`src/hw/rtl/mmp_pkg.sv`:
```
`timescale 1ns / 1ps

package mmp_pkg;

  // upper nibble codes of status bytes
  localparam logic [3:0] STATUS_NOTE_OFF   = 4'h8;
  localparam logic [3:0] STATUS_NOTE_ON    = 4'h9;
  localparam logic [3:0] STATUS_POLY_TOUCH = 4'hA;
  localparam logic [3:0] STATUS_CONTROL    = 4'hB;
  localparam logic [3:0] STATUS_PROGRAM    = 4'hC;
  localparam logic [3:0] STATUS_CHAN_TOUCH = 4'hD;
  localparam logic [3:0] STATUS_PITCH      = 4'hE;
  localparam logic [3:0] STATUS_SYSTEM     = 4'hF;

  // current message kind, held across running status
  typedef enum logic [2:0] {
    KIND_NONE,
    KIND_NOTE_ON,
    KIND_NOTE_OFF,
    KIND_CTRL,
    KIND_UNIMPL
  } msg_kind_t;

  // where we are in a pair of data bytes
  typedef enum logic [1:0] {
    PHASE_IDLE,
    PHASE_FIRST,
    PHASE_SECOND
  } data_phase_t;

  // emitted event codes
  typedef enum logic [1:0] {
    EV_NOTE_ON,
    EV_NOTE_OFF,
    EV_CTRL
  } event_kind_t;

  typedef struct packed {
    msg_kind_t   kind;
    data_phase_t phase;
    logic [6:0]  held_first;
  } parser_state_t;

  typedef struct packed {
    logic        valid;
    event_kind_t kind;
    logic [6:0]  first_data;
    logic [6:0]  second_data;
  } parser_event_t;

endpackage

```
`src/hw/rtl/mmp_decoder.sv`:
```
`timescale 1ns / 1ps

module mmp_decoder import mmp_pkg::*; (
  input  logic [7:0]    rx_byte,
  input  parser_state_t state,
  output parser_state_t state_next,
  output parser_event_t evt
);

  always_comb begin
    state_next      = state;
    evt.valid       = 1'b0;
    evt.kind        = EV_CTRL;
    evt.first_data  = state.held_first;
    evt.second_data = rx_byte[6:0];

    if (rx_byte[7]) begin
      // status byte: update kind, arm the data phase for two-data-byte messages
      case (rx_byte[7:4])
        STATUS_NOTE_ON: begin
          state_next.kind  = KIND_NOTE_ON;
          state_next.phase = PHASE_FIRST;
        end
        STATUS_NOTE_OFF: begin
          state_next.kind  = KIND_NOTE_OFF;
          state_next.phase = PHASE_FIRST;
        end
        STATUS_POLY_TOUCH, STATUS_CONTROL, STATUS_PITCH: begin
          state_next.kind  = KIND_CTRL;
          state_next.phase = PHASE_FIRST;
        end
        STATUS_PROGRAM, STATUS_CHAN_TOUCH: begin
          state_next.kind = KIND_UNIMPL;
        end
        STATUS_SYSTEM: begin
          // system common cancels running status, real-time leaves it alone
          if (!rx_byte[3]) begin
            state_next.kind = KIND_UNIMPL;
          end
        end
        default: begin
          state_next = state;
        end
      endcase
    end else begin
      // data byte
      case (state.phase)
        PHASE_FIRST: begin
          state_next.held_first = rx_byte[6:0];
          state_next.phase      = PHASE_SECOND;
        end
        PHASE_SECOND: begin
          state_next.phase = PHASE_FIRST;
          case (state.kind)
            KIND_NOTE_ON: begin
              evt.valid = 1'b1;
              // note on with zero velocity means note off
              evt.kind  = (rx_byte[6:0] == 7'd0) ? EV_NOTE_OFF : EV_NOTE_ON;
            end
            KIND_NOTE_OFF: begin
              evt.valid = 1'b1;
              evt.kind  = EV_NOTE_OFF;
            end
            KIND_CTRL: begin
              evt.valid = 1'b1;
              evt.kind  = EV_CTRL;
            end
            default: begin
              evt.valid = 1'b0;
            end
          endcase
        end
        default: begin
          state_next = state;
        end
      endcase
    end
  end

endmodule

```
`src/hw/rtl/midi_message_parser_unit.sv`:
```
`timescale 1ns / 1ps

// MIDI running-status parser.
// Input channel: in_valid / in_stall carry one received byte (rx_byte) per
// transaction; bit 7 set marks a status byte. Output channel: out_valid /
// out_stall carry one event (event_kind, first_data, second_data) for each
// completed pair of data bytes under a note on, note off or control status.
// A byte is registered on acceptance, decoded combinationally against the
// parser state, and its event is registered in the output register when the
// decode stage retires. One byte is taken every cycle while in_stall is low;
// the limit is the single decode stage between the input and output registers.
// When the receiver stalls with an event pending, bytes that make no event
// still pass through the decode stage; a byte that would make a second event
// waits in the input register and in_stall rises until the output drains.
// Reset (rst, synchronous) empties both registers, clears the message kind to
// none, sets the data phase to idle and clears the held first data byte, so
// data bytes before any status byte are dropped.
module midi_message_parser_unit import mmp_pkg::*; (
  input  logic       clk,
  input  logic       rst,
  input  logic       in_valid,
  output logic       in_stall,
  input  logic [7:0] rx_byte,
  output logic       out_valid,
  input  logic       out_stall,
  output logic [1:0] event_kind,
  output logic [6:0] first_data,
  output logic [6:0] second_data
);

  logic          s1_valid;
  logic [7:0]    s1_byte;
  parser_state_t state;
  parser_state_t state_next;
  parser_event_t evt;
  event_kind_t   out_kind;
  logic          advance;

  mmp_decoder u_decoder (
    .rx_byte    (s1_byte),
    .state      (state),
    .state_next (state_next),
    .evt        (evt)
  );

  // decode stage retires unless it holds an event and the output is blocked
  assign advance  = s1_valid && (!evt.valid || !out_valid || !out_stall);
  assign in_stall = s1_valid && !advance;

  // input register
  always_ff @(posedge clk) begin
    if (rst) begin
      s1_valid <= 1'b0;
    end else if (!in_stall) begin
      s1_valid <= in_valid;
    end
    if (!in_stall && in_valid) begin
      s1_byte <= rx_byte;
    end
  end

  // parser state
  always_ff @(posedge clk) begin
    if (rst) begin
      state.kind       <= KIND_NONE;
      state.phase      <= PHASE_IDLE;
      state.held_first <= 7'd0;
    end else if (advance) begin
      state <= state_next;
    end
  end

  // output register
  always_ff @(posedge clk) begin
    if (rst) begin
      out_valid <= 1'b0;
    end else if (advance && evt.valid) begin
      out_valid <= 1'b1;
    end else if (!out_stall) begin
      out_valid <= 1'b0;
    end
    if (advance && evt.valid) begin
      out_kind    <= evt.kind;
      first_data  <= evt.first_data;
      second_data <= evt.second_data;
    end
  end

  assign event_kind = out_kind;

`ifndef NO_ASSERTIONS
  // a byte is only taken into a full input register when that one retires
  a_no_overrun: assert property (@(posedge clk) disable iff (rst)
    (in_valid && !in_stall && s1_valid) |-> advance)
    else $error("input register overrun");

  // a new output transaction comes only from a decoded event
  a_out_source: assert property (@(posedge clk) disable iff (rst)
    $rose(out_valid) |-> $past(advance && evt.valid))
    else $error("output valid without a decoded event");

  // an emitted event leaves the parser waiting for the next first data byte
  a_phase_after_event: assert property (@(posedge clk) disable iff (rst)
    (advance && evt.valid) |=> (state.phase == PHASE_FIRST))
    else $error("data phase wrong after event");

  // without any status byte seen, data stays ignored
  a_idle_without_kind: assert property (@(posedge clk) disable iff (rst)
    (state.kind == KIND_NONE) |-> (state.phase == PHASE_IDLE))
    else $error("data phase armed with no message kind");
`endif

endmodule

```
`config.mk`:
```
export PLATFORM = sky130hd
export DESIGN_NAME = midi_message_parser_unit
export DESIGN_NICKNAME = d
export VERILOG_FILES = /design/src/hw/rtl/mmp_pkg.sv /design/src/hw/rtl/mmp_decoder.sv /design/src/hw/rtl/midi_message_parser_unit.sv
export SDC_FILE = /design/constraint.sdc
export NUM_CORES = 1
export LEC_CHECK = 0
export BUFFER_PORTS_ARGS = -buffer_cell sky130_fd_sc_hd__buf_2
export CAP_MARGIN = 20
export CORE_MARGIN = 10
export CORE_UTILIZATION = 30
export DETAILED_ROUTE_END_ITERATION = 10
export REMOVE_ABC_BUFFERS = 1
export SLEW_MARGIN = 10
export SYNTH_ARGS = -nofsm -noshare
export SYNTH_HDL_FRONTEND = slang
export SYNTH_HIERARCHICAL = 1
export SYNTH_SLANG_ARGS = --single-unit
```
`constraint.sdc`:
```
create_clock -name clk -period 2.22 [get_ports clk]
set_input_delay 0.111 -clock clk [delete_from_list [all_inputs] [get_ports clk]]
set_output_delay 0.111 -clock clk [all_outputs]
set_load 0.02 [all_outputs]
```
==> Flow_metrics.wiki, run 1 <==
{| class="wikitable"
! Metric !! Value
|-
| Library cell occupying the most area in the post-synthesis netlist || edfxtp_1
|-
| Global-route wire length before repair || 5500 um
|-
| Worst Hold Depth || 1
|-
| Critical path capture point type || flip-flop
|-
| Setup Crit Path Kind || reg2reg
|-
| Worst R2R Path Depth || 4
|-
| RSZ-0062 raised after global routing || false
|-
| Source-to-sink clock delay at the later pin of the worst-skew pair || 290 ps
|-
| Proportion of synthesized chip area in sequential cells || 55.6%
|-
| Number of pins with negative max-slew slack in the final report || 0
|-
| Maximum root-to-sink buffer count || 2
|-
| Number of placed I/O pins || 30
|-
| Final Routed Wirelength || 3260 um
|-
| Count of endpoints failing hold in the final timing report || 0
|-
| Total inserted antenna cells || 0
|-
| Total standard cell area after synthesis || 1800 um2
|-
| ANT nets after route || 0
|-
| Setup Total Neg Slack || 0 ps
|-
| Cell count after placement || 229
|-
| Syn avg cell area || 12.7 um2
|-
| Die boundary width || 97.5 um
|-
| R2R Path End || second_data[0]$_DFFE_PP_
|-
| Top-area cell type share of the netlist area || 40.0%
|-
| Worst-path clk slew || 70 ps
|-
| Fraction of final layout cells with drive strength greater than 1 || 29.2%
|-
| Routed wl met3 || 306 um
|-
| Most common cell after layout, fill and taps aside || buf_2
|-
| Worst endpoint data arrival time || 1910 ps
|-
| Worst Hold Class || in2reg
|-
| TritonCTS buffer count || 5
|-
| Port-buffer cells || 29
|-
| Worst clock skew on the final layout || 8.51 ps
|-
| H-tree level count || 2
|-
| Die height || 97.5 um
|-
| Number of iterations in the first detailed-routing pass || 4
|-
| Count of placed standard cells in the final layout, fillers left out || 243
|-
| Netlist cell types || 29
|-
| DRC marker count from the first detailed-route iteration || 54
|-
| DPL Wire Length || 2400 um
|-
| Die area || 9500 um2
|-
| Critical path's largest stage delay || 650 ps
|-
| Cts-stage hold buffer count || 4
|-
| Total routed wire length on the met1 layer || 1530 um
|-
| DRC violations left || 0
|-
| Count of max-cap constraint violations || 0
|-
| Vias in the first global route || 1119
|-
| Crit-path cells || inv_1 -> ha_1 -> nor4b_4 -> and2_1
|-
| Number of nets in the layout || 181
|-
| Total routing usage reported by global routing || 7.16%
|-
| Setup-violating endpoint count in the final report || 0
|-
| Initial core utilization || 30.6%
|-
| Crit path time final || 1980 ps
|-
| Total setup buffers inserted after CTS || 0
|-
| Number of sinks on the clock net || 38
|-
| Fmax || 0.504 GHz
|-
| Via-to-Cell Ratio || 4.36
|-
| Origin of the worst min-delay path || rx_byte[3]
|-
| Total of cells resized after clock tree synthesis || 0
|-
| Worst slew pin tran || 692 ps
|-
| Largest net degree at the start of global routing || 27
|-
| Reported leakage power || 0.807 nW
|-
| Relative slew slack || 53.9%
|-
| Period Utilization, post-route || 89.4%
|-
| PD cells || 672 nW/um2
|-
| Nature of the critical path startpoint || flip-flop
|-
| Top routing layer used || met4
|-
| R2R setup slack || 240 ps
|-
| Largest voltage drop on the vdd net || 255 uV
|-
| Hold endpoint || s1_byte[3]$_DFFE_PP_
|-
| Worst Hold Slack || 9.18 ps
|-
| GP Congestion || 0.722
|-
| Total Power || 1.38 mW
|-
| Worst-path cell with the longest stage delay || and2_1
|-
| Clock tree from TritonCTS || built
|-
| Routed length per placed instance || 13.4 um
|-
| Result of the run || complete, no violations
|-
| Synth area leaders || edfxtp_1 (40%), dfxtp_1 (16%), nand2b_1 (9.0%)
|-
| Post-Synthesis Cells || 142
|-
| Via total after detailed routing || 1060
|-
| Master cell of the clock root buffer || clkbuf_8
|-
| Commonest cells after routing, fill and taps aside || buf_2 (29), nand2b_1 (26), edfxtp_1 (24), dfxtp_1 (14), mux2i_1 (13)
|-
| Met2 WL || 1380 um
|-
| Overflow left after global routing || 0
|-
| Req. time, crit path || 2150 ps
|-
| Launching point of the worst reg2reg path || state[7]$_SDFFE_PP0P_
|-
| Row count || 28
|-
| Total number of yosys warnings || 6
|-
| Number of antenna violations at the first check in global routing || 0
|-
| Core Footprint || 5890 um2
|-
| Number of flip-flops and latches in the synthesized netlist || 38
|-
| Post-synthesis to final-layout area growth || 14.1%
|-
| Critical path peak fanout || 16
|}
[metrics by stage]
step	instance area, um2	setup slack (ps)	util, %
6_report	2050	235	34.9
5_1_grt	2050	72.1	34.9
4_1_cts	2030	207	34.6
3_5_place_dp	1900	212	32.3
3_3_place_gp	1900	277	32.3
2_1_floorplan	1650	130	-
[final cells by class]
cell class | count | area [um2]
Multi-Input combinational cell | 79 | 622
Timing Repair Buffer | 37 | 220
Inverter | 6 | 22.5
Tap cell | 75 | 93.8
Sequential cell | 38 | 1000
Clock buffer | 6 | 82.6
Fill cell | 593 | 3830
Clock inverter | 2 | 12.5
[cells in the mapped netlist]
library cell  instances
and2_1                1
o22a_1                1
edfxtp_1             24
nor2_1                5
inv_2                 1
mux2_4                6
ha_1                  2
buf_4                14
a22o_1                2
clkbuf_1              2
o22ai_1               1
buf_12                1
a21boi_1              1
nand2b_1             26
nor4b_4               1
inv_1                 5
a22oi_1               1
buf_6                 2
nand4_1               1
a21oi_1               3
nor4_1                2
nor2b_1               1
mux2i_1              13
dfxtp_1              14
nand2_1               6
nand3_1               1
o21ai_0               3
nand2b_4              1
a31oi_4               1
[cell families (layout without fill, tap and decap cells)]
| kind of cell | Yosys count | in the layout | share of synthesized area [%] |
|---|---|---|---|
| buffers and inverters | 25 | 51 | 9.87 |
| and+or+nand+nor | 45 | 45 | 15.4 |
| DFF | 38 | 38 | 55.6 |
| muxes | 19 | 19 | 12.2 |
| AOI/OAI and AO/OA | 13 | 13 | 5.49 |
| adders and majority gates | 2 | 2 | 1.39 |
[sequential cells by signal (all words and copies together), names as in the netlist]
name / flops
event_kind: 2
first_data: 7
out_valid: 1
s1_byte: 8
s1_valid: 1
second_data: 7
state: 12
[report_power, final]
part	internal [mW]	switching [mW]	total (mW)
clock network	0.249	0.242	0.491
logic	0.0548	0.0458	0.101
registers	0.767	0.0207	0.788
[layer usage]
layer / track usage [%] / vias up
li1: - / 526
met1: 8.45 / 491
met2: 10.5 / 36
met3: 3.91 / 7
met4: 3.02 / 0
met5: 0 / -
[critical path, delay by kind of cell (launching register included)]
family	cells	cell delay, ps
buffers and inverters	1	80
and+or+nand+nor	2	1040
DFF	1	340
adders and majority gates	1	170
[worst max-delay path by stage]
stage                          startpoint                       end  slack [ps]  cells after the start
floorplan           state[7]$_SDFFE_PP0P_   event_kind[0]$_DFFE_PP_         130                      5
global placement    state[7]$_SDFFE_PP0P_  second_data[6]$_DFFE_PP_         280                      4
detailed placement  state[7]$_SDFFE_PP0P_   first_data[5]$_DFFE_PP_         210                      4
CTS                 state[7]$_SDFFE_PP0P_  second_data[0]$_DFFE_PP_         210                      4
global route        state[7]$_SDFFE_PP0P_  second_data[2]$_DFFE_PP_          70                      4
finish              state[7]$_SDFFE_PP0P_  second_data[0]$_DFFE_PP_         240                      4
Power figures use the tool's default switching activity.
==> run 2: changes to the inputs <==
--- a/config.mk
+++ b/config.mk
@@ -7,9 +7,12 @@
 export LEC_CHECK = 0
 export BUFFER_PORTS_ARGS = -buffer_cell sky130_fd_sc_hd__buf_2
 export CAP_MARGIN = 20
+export CELL_PAD_IN_SITES_DETAIL_PLACEMENT = 1
+export CELL_PAD_IN_SITES_GLOBAL_PLACEMENT = 2
 export CORE_MARGIN = 10
 export CORE_UTILIZATION = 30
 export DETAILED_ROUTE_END_ITERATION = 10
+export PLACE_DENSITY_LB_ADDON = 0.1
 export REMOVE_ABC_BUFFERS = 1
 export SLEW_MARGIN = 10
 export SYNTH_ARGS = -nofsm -noshare
==> run 2 against run 1 <==
Clock skew down 5.9 ps. Sequential cell count stayed put. Die area unchanged. Routed wire length is 14% higher. Fmax down 2.9%. Register-to-register slack worse by 60 ps. Sequential share of layout area did not move. Critical endpoint is now s1_byte[1]$_DFFE_PP_. Largest power group unchanged. Highest routed layer unchanged.
==> Flow_metrics.wiki, run 2 (synthesized netlist as in run 1, its figures left out) <==
{| class="wikitable"
! Metric !! Value
|-
| Result of the run || complete, no violations (unchanged)
|-
| Relative slew slack || 43.5% (was 53.9%)
|-
| Final Routed Wirelength || 3720 um (was 3260 um)
|-
| Count of max-cap constraint violations || 0 (unchanged)
|-
| DRC marker count from the first detailed-route iteration || 46 (was 54)
|-
| DRC violations left || 0 (unchanged)
|-
| Crit path top cell by count || inv_1
|-
| Most common cell after layout, fill and taps aside || buf_2 (unchanged)
|-
| Worst-path cell with the longest stage delay || nor2_1 (was and2_1)
|-
| Core Footprint || 5890 um2 (unchanged)
|-
| Routed length per placed instance || 15.3 um (was 13.4 um)
|-
| Period Utilization, post-route || 92.1% (was 89.4%)
|-
| Number of sinks on the clock net || 38 (unchanged)
|-
| Critical path capture point type || flip-flop (unchanged)
|-
| Number of pins with negative max-slew slack in the final report || 0 (unchanged)
|-
| Instance area after placement || 1910 um2 (was 1900 um2)
|-
| Via total after detailed routing || 1071 (was 1060)
|-
| Global-route wire length before repair || 6200 um (was 5500 um)
|-
| Clock tree from TritonCTS || built (unchanged)
|-
| TritonCTS buffer count || 5 (unchanged)
|-
| Max reg flops || 12 (unchanged)
|-
| Worst slew pin tran || 844 ps (was 692 ps)
|-
| DPL Wire Length || 2620 um (was 2400 um)
|-
| Worst clock skew on the final layout || 2.60 ps (was 8.51 ps)
|-
| Count of endpoints failing hold in the final timing report || 0 (unchanged)
|-
| Largest voltage drop on the vdd net || 232 uV (was 255 uV)
|-
| Largest net degree at the start of global routing || 27 (unchanged)
|-
| Total inserted antenna cells || 0 (unchanged)
|-
| ANT nets after route || 0 (unchanged)
|-
| Critical path peak fanout || 8 (was 16)
|-
| Worst Slack Setup Final || 176 ps (was 235 ps)
|-
| Row count || 28 (unchanged)
|-
| Initial core utilization || 30.6% (unchanged)
|-
| Area of the multi-input gates || 623 um2 (was 622 um2)
|-
| Port-buffer cells || 29 (unchanged)
|-
| Commonest cells after routing, fill and taps aside || buf_2 (29), nand2b_1 (26), edfxtp_1 (24), dfxtp_1 (14), mux2i_1 (13) (unchanged)
|-
| Critical path's largest stage delay || 640 ps (was 650 ps)
|-
| Master cell of the clock root buffer || clkbuf_8 (unchanged)
|-
| Number of nets in the layout || 182 (was 181)
|-
| Fraction of final layout cells with drive strength greater than 1 || 29.2% (unchanged)
|-
| Setup-violating endpoint count in the final report || 0 (unchanged)
|-
| Source-to-sink clock delay at the later pin of the worst-skew pair || 280 ps (was 290 ps)
|-
| Die boundary width || 97.5 um (unchanged)
|-
| Worst-path clk slew || 70 ps (about the same)
|-
| Vias in the first global route || 1227 (was 1119)
|-
| Crit path time final || 2040 ps (was 1980 ps)
|-
| Number of iterations in the first detailed-routing pass || 3 (was 4)
|-
| Setup Crit Path Kind || reg2reg (unchanged)
|-
| Req. time, crit path || 2130 ps (was 2150 ps)
|-
| Total Power || 1.36 mW (was 1.38 mW)
|-
| Biggest regs || state: 12 flops, s1_byte: 8 flops (unchanged)
|-
| Nature of the critical path startpoint || flip-flop (unchanged)
|-
| Fill count || 657 (was 593)
|-
| Maximum root-to-sink buffer count || 2 (unchanged)
|-
| GP Congestion || 0.758 (was 0.722)
|-
| Crit-path cells || inv_1 -> ha_1 -> nor4b_4 -> nand4_1 -> inv_1 -> nor2_1 (was inv_1 -> ha_1 -> nor4b_4 -> and2_1)
|-
| H-tree level count || 2 (unchanged)
|-
| Via-to-Cell Ratio || 4.41 (was 4.36)
|-
| Number of antenna violations at the first check in global routing || 0 (unchanged)
|-
| PD cells || 664 nW/um2 (was 672 nW/um2)
|-
| Die area || 9500 um2 (unchanged)
|-
| Area occupied by registers || 1000 um2 (unchanged)
|-
| RSZ-0062 raised after global routing || false (unchanged)
|-
| Die height || 97.5 um (unchanged)
|-
| Worst slack, placed || 136 ps (was 212 ps)
|-
| Post-synthesis to final-layout area growth || 14.1% (unchanged)
|-
| Worst endpoint data arrival time || 1950 ps (was 1910 ps)
|-
| Overflow left after global routing || 0 (unchanged)
|-
| Top reg by flops || state (unchanged)
|-
| Setup Total Neg Slack || 0 ps (unchanged)
|-
| Post-route design area || 2050 um2 (unchanged)
|-
| Fmax || 0.489 GHz (was 0.504 GHz)
|-
| Number of placed I/O pins || 30 (unchanged)
|-
| Total routing usage reported by global routing || 8.25% (was 7.16%)
|-
| Share of the core filled with cells || 34.9% (unchanged)
|-
| Worst Hold Class || in2reg (unchanged)
|-
| Reported leakage power || 0.810 nW (was 0.807 nW)
|}
run 2: metrics by stage:
step / hold slack [ps] / cells
floorplan: 180 / 123
global placement: 292 / 230
detailed placement: 291 / 230
CTS: 5.30 / 243
global route: 5.46 / 243
finish: 20.9 / 243
run 2: worst paths after layout:
kind | from | to | slack, ps | cells past startpoint
hold / removal | rx_byte[3] | s1_byte[3]$_DFFE_PP_ | 20 | 1
setup / recovery | state[7]$_SDFFE_PP0P_ | s1_byte[1]$_DFFE_PP_ | 180 | 6
setup reg to reg | state[7]$_SDFFE_PP0P_ | s1_byte[1]$_DFFE_PP_ | 180 | 6
hold reg to reg | state[6]$_SDFFE_PP0P_ | first_data[6]$_DFFE_PP_ | 470 | 0
run 2: repair_timing:
item	CTS	global route
buffers inserted	0	0
resized for setup	0	1
hold endpoints to repair	6	0
hold buffers	6	0
setup endpoints to repair	0	16
run 2: routing by layer:
layer	GRT usage, %	vias to the layer above	part of all wire (%)
met3	2.77	4	4.2
li1	-	525	-
met2	13.6	21	47
met1	9.29	521	47
met5	0	-	0
met4	3.91	0	1.4
run 2: report_power, final:
part	switching [mW]	internal, mW	leakage [nW]	total, mW
Clock	0.224	0.246	0.0443	0.470
Combinational	0.0522	0.0559	0.414	0.108
Sequential	0.0186	0.768	0.352	0.786
Total	0.294	1.07	0.810	1.36
run 2: cell type report:
class                      count  share of cell area (%)
clock buffer                   7                    4.20
inverter                       6                    1.10
multi-input combinational     79                    30.3
sequential                    38                    48.7
tap                           75                    4.57
timing repair buffer          38                    11.1
run 2: critical path: cells and delay by family (launching register included):
kind                       cells  cell delay [ps]
and+or+nand+nor                3              930
buffers and inverters          2              130
DFF                            1              380
adders and majority gates      1              220
==> run 3: changes to the inputs <==
--- a/config.mk
+++ b/config.mk
@@ -12,7 +12,7 @@
 export CORE_MARGIN = 10
 export CORE_UTILIZATION = 30
 export DETAILED_ROUTE_END_ITERATION = 10
-export PLACE_DENSITY_LB_ADDON = 0.1
+export PLACE_DENSITY = 0.72
 export REMOVE_ABC_BUFFERS = 1
 export SLEW_MARGIN = 10
 export SYNTH_ARGS = -nofsm -noshare
==> run 3 against run 2 <==
Worst setup slack gained 2.5 ps. Sequential share of layout area shrank 0.99 points. Sequential cell count is the same. First-iteration DRC count shrank 24%. Utilization grew 0.72 points. Via count is the same. Routed wire length grew 2.1%. Non-clock buffer count shrank 1. Critical path depth shrank 3. Largest power group unchanged.
==> Flow_metrics.wiki, run 3 (synthesized netlist as in run 1, its figures left out) <==
{| class="wikitable"
! Metric !! Value
|-
| Vias in the first global route || 1150 (was 1227)
|-
| Max reg flops || 12 (unchanged)
|-
| Critical path peak fanout || 16 (was 8)
|-
| Master cell of the clock root buffer || clkbuf_8 (unchanged)
|-
| Number of nets in the layout || 181 (was 182)
|-
| Port-buffer cells || 29 (unchanged)
|-
| Logic pwr share || 6.5% (was 7.9%)
|-
| Worst-path clk slew || 80 ps (was 70 ps)
|-
| Clk pwr share || 44.2% (was 34.4%)
|-
| RSZ-0062 raised after global routing || false (unchanged)
|-
| Core Footprint || 5890 um2 (unchanged)
|-
| Relative slew slack || 51.9% (was 43.5%)
|-
| Count of endpoints failing hold in the final timing report || 0 (unchanged)
|-
| Routed length per placed instance || 15.6 um (was 15.3 um)
|-
| DRC violations left || 0 (unchanged)
|-
| Origin of the worst min-delay path || rx_byte[5] (was rx_byte[3])
|-
| Die height || 97.5 um (unchanged)
|-
| Post-route design area || 2100 um2 (was 2050 um2)
|-
| Overflow left after global routing || 0 (unchanged)
|-
| R2R Path End || second_data[4]$_DFFE_PP_ (was s1_byte[1]$_DFFE_PP_)
|-
| Clock tree from TritonCTS || built (unchanged)
|-
| Launching point of the worst reg2reg path || state[8]$_SDFFE_PP0P_ (was state[7]$_SDFFE_PP0P_)
|-
| Worst Hold Class || in2reg (unchanged)
|-
| Die boundary width || 97.5 um (unchanged)
|-
| Initial core utilization || 30.6% (unchanged)
|-
| Row count || 28 (unchanged)
|-
| Worst slew pin tran || 722 ps (was 844 ps)
|-
| Cell count after placement || 229 (was 230)
|-
| Fmax || 0.490 GHz (was 0.489 GHz)
|-
| Maximum root-to-sink buffer count || 2 (unchanged)
|-
| Setup Total Neg Slack || 0 ps (unchanged)
|-
| Worst R2R Path Depth || 3 (was 6)
|-
| Via total after detailed routing || 1071 (unchanged)
|-
| Number of iterations in the first detailed-routing pass || 4 (was 3)
|-
| DPL Wire Length || 2840 um (was 2620 um)
|-
| Fill count || 667 (was 657)
|-
| Share of the core filled with cells || 35.6% (was 34.9%)
|-
| Post-synthesis to final-layout area growth || 16.5% (was 14.1%)
|-
| Largest net degree at the start of global routing || 27 (unchanged)
|-
| Number of antenna violations at the first check in global routing || 0 (unchanged)
|-
| Worst clock skew on the final layout || 9.28 ps (was 2.60 ps)
|-
| Total of cells resized after clock tree synthesis || 0 (unchanged)
|-
| Largest voltage drop on the vdd net || 331 uV (was 232 uV)
|-
| Number of sinks on the clock net || 38 (unchanged)
|-
| Source-to-sink clock delay at the later pin of the worst-skew pair || 290 ps (was 280 ps)
|-
| Result of the run || complete, no violations (unchanged)
|-
| Switching Fraction || 20.3% (was 21.6%)
|-
| Switching pwr || 0.324 mW (was 0.294 mW)
|-
| ANT nets after route || 0 (unchanged)
|-
| Most common cell after layout, fill and taps aside || buf_2 (unchanged)
|-
| Via-to-Cell Ratio || 4.41 (unchanged)
|-
| Number of placed I/O pins || 30 (unchanged)
|-
| Reported leakage power || 0.828 nW (was 0.810 nW)
|-
| Biggest regs || state: 12 flops, s1_byte: 8 flops (unchanged)
|-
| Nature of the critical path startpoint || flip-flop (unchanged)
|-
| Crit path time final || 2040 ps (about the same)
|-
| TritonCTS buffer count || 5 (unchanged)
|-
| Hold endpoint || s1_byte[5]$_DFFE_PP_ (was s1_byte[3]$_DFFE_PP_)
|-
| R2R setup slack || 180 ps (about the same)
|-
| Req. time, crit path || 2140 ps (was 2130 ps)
|-
| Critical path capture point type || flip-flop (unchanged)
|-
| Worst Hold Slack || 12.6 ps (was 20.9 ps)
|-
| Setup Crit Path Kind || reg2reg (unchanged)
|-
| Sequential share of power || 49.3% (was 57.6%)
|-
| Die area || 9500 um2 (unchanged)
|-
| Total inserted antenna cells || 0 (unchanged)
|-
| Global-route wire length before repair || 6090 um (was 6200 um)
|-
| Setup-violating endpoint count in the final report || 0 (unchanged)
|-
| Worst endpoint data arrival time || 1960 ps (was 1950 ps)
|-
| Period Utilization, post-route || 92.0% (was 92.1%)
|-
| PD cells || 761 nW/um2 (was 664 nW/um2)
|-
| Top reg by flops || state (unchanged)
|-
| Commonest cells after routing, fill and taps aside || buf_2 (29), nand2b_1 (26), edfxtp_1 (24), dfxtp_1 (14), mux2i_1 (13) (unchanged)
|-
| Internal || 1.27 mW (was 1.07 mW)
|-
| Total routing usage reported by global routing || 8.03% (was 8.25%)
|-
| DRC marker count from the first detailed-route iteration || 35 (was 46)
|-
| H-tree level count || 2 (unchanged)
|-
| Worst Hold Depth || 1 (unchanged)
|-
| GP Congestion || 0.750 (was 0.758)
|-
| Number of pins with negative max-slew slack in the final report || 0 (unchanged)
|-
| Count of max-cap constraint violations || 0 (unchanged)
|-
| Instance area after placement || 1900 um2 (was 1910 um2)
|-
| Final Routed Wirelength || 3800 um (was 3720 um)
|-
| Fraction of final layout cells with drive strength greater than 1 || 29.2% (unchanged)
|-
| Count of placed standard cells in the final layout, fillers left out || 243 (unchanged)
|}
-- run 3: cell count changes in the layout (fill, tap and decap cells not counted), sizes merged --
cell,delta
buf,-1
clkbuf,-2
clkinv,+1
bufinv,+2
-- run 3: how the worst max path moves through the flow --
stage                     startpoint  slack (ps)  cells after the start                       end
5_1_grt        state[8]$_SDFFE_PP0P_          20                      3   first_data[5]$_DFFE_PP_
4_1_cts        state[7]$_SDFFE_PP0P_         130                      4   first_data[5]$_DFFE_PP_
6_report       state[8]$_SDFFE_PP0P_         180                      3  second_data[4]$_DFFE_PP_
3_5_place_dp   state[7]$_SDFFE_PP0P_         140                      4   first_data[4]$_DFFE_PP_
2_1_floorplan  state[7]$_SDFFE_PP0P_         130                      5   event_kind[0]$_DFFE_PP_
3_3_place_gp   state[7]$_SDFFE_PP0P_         250                      4   first_data[5]$_DFFE_PP_
-- run 3: worst max-delay path, stage by stage (launching register included) --
cell	delay [ps]
dfxtp_1	410
ha_1	200
nor4b_4	390
and2_1	670
-- run 3: final cells by class --
type	count	area [um2]	area share (%)
well taps	75	93.8	4.47
clock inverters	3	68.8	3.28
repair buffers	37	220	10.5
clock buffers	5	68.8	3.28
flip-flops and latches	38	1000	47.7
inverters	6	22.5	1.07
multi-input cells	79	622	29.7
-- run 3: power groups by stage --
stage	Sequential (mW)	Clock (mW)	Combinational [mW]
after global placement	0.802	0	0.0960
after global routing	0.790	0.751	0.116
final	0.787	0.705	0.104
after floorplan	0.798	0	0.0626
after CTS	0.787	0.722	0.107
after detailed placement	0.803	0	0.0984
-- run 3: per-layer routing --
layer | vias up | GRT usage, % | wire [um]
li1 | 525 | - | -
met1 | 520 | 8.56 | 1550
met2 | 24 | 13.9 | 2000
met3 | 2 | 3.20 | 209
met4 | 0 | 3.02 | 29
met5 | - | 0 | 0
-- run 3: repair_timing --
| action | in CTS | in global routing |
|---|---|---|
| buffers inserted | 0 | 0 |
| hold buffers | 6 | 0 |
| endpoints found under the hold margin | 6 | 0 |
-- run 3: stage by stage --
stage / power, mW / setup slack [ps]
global route: 1.66 / 22.8
detailed placement: 0.902 / 143
CTS: 1.62 / 131
floorplan: 0.861 / 130
finish: 1.60 / 179
global placement: 0.898 / 247
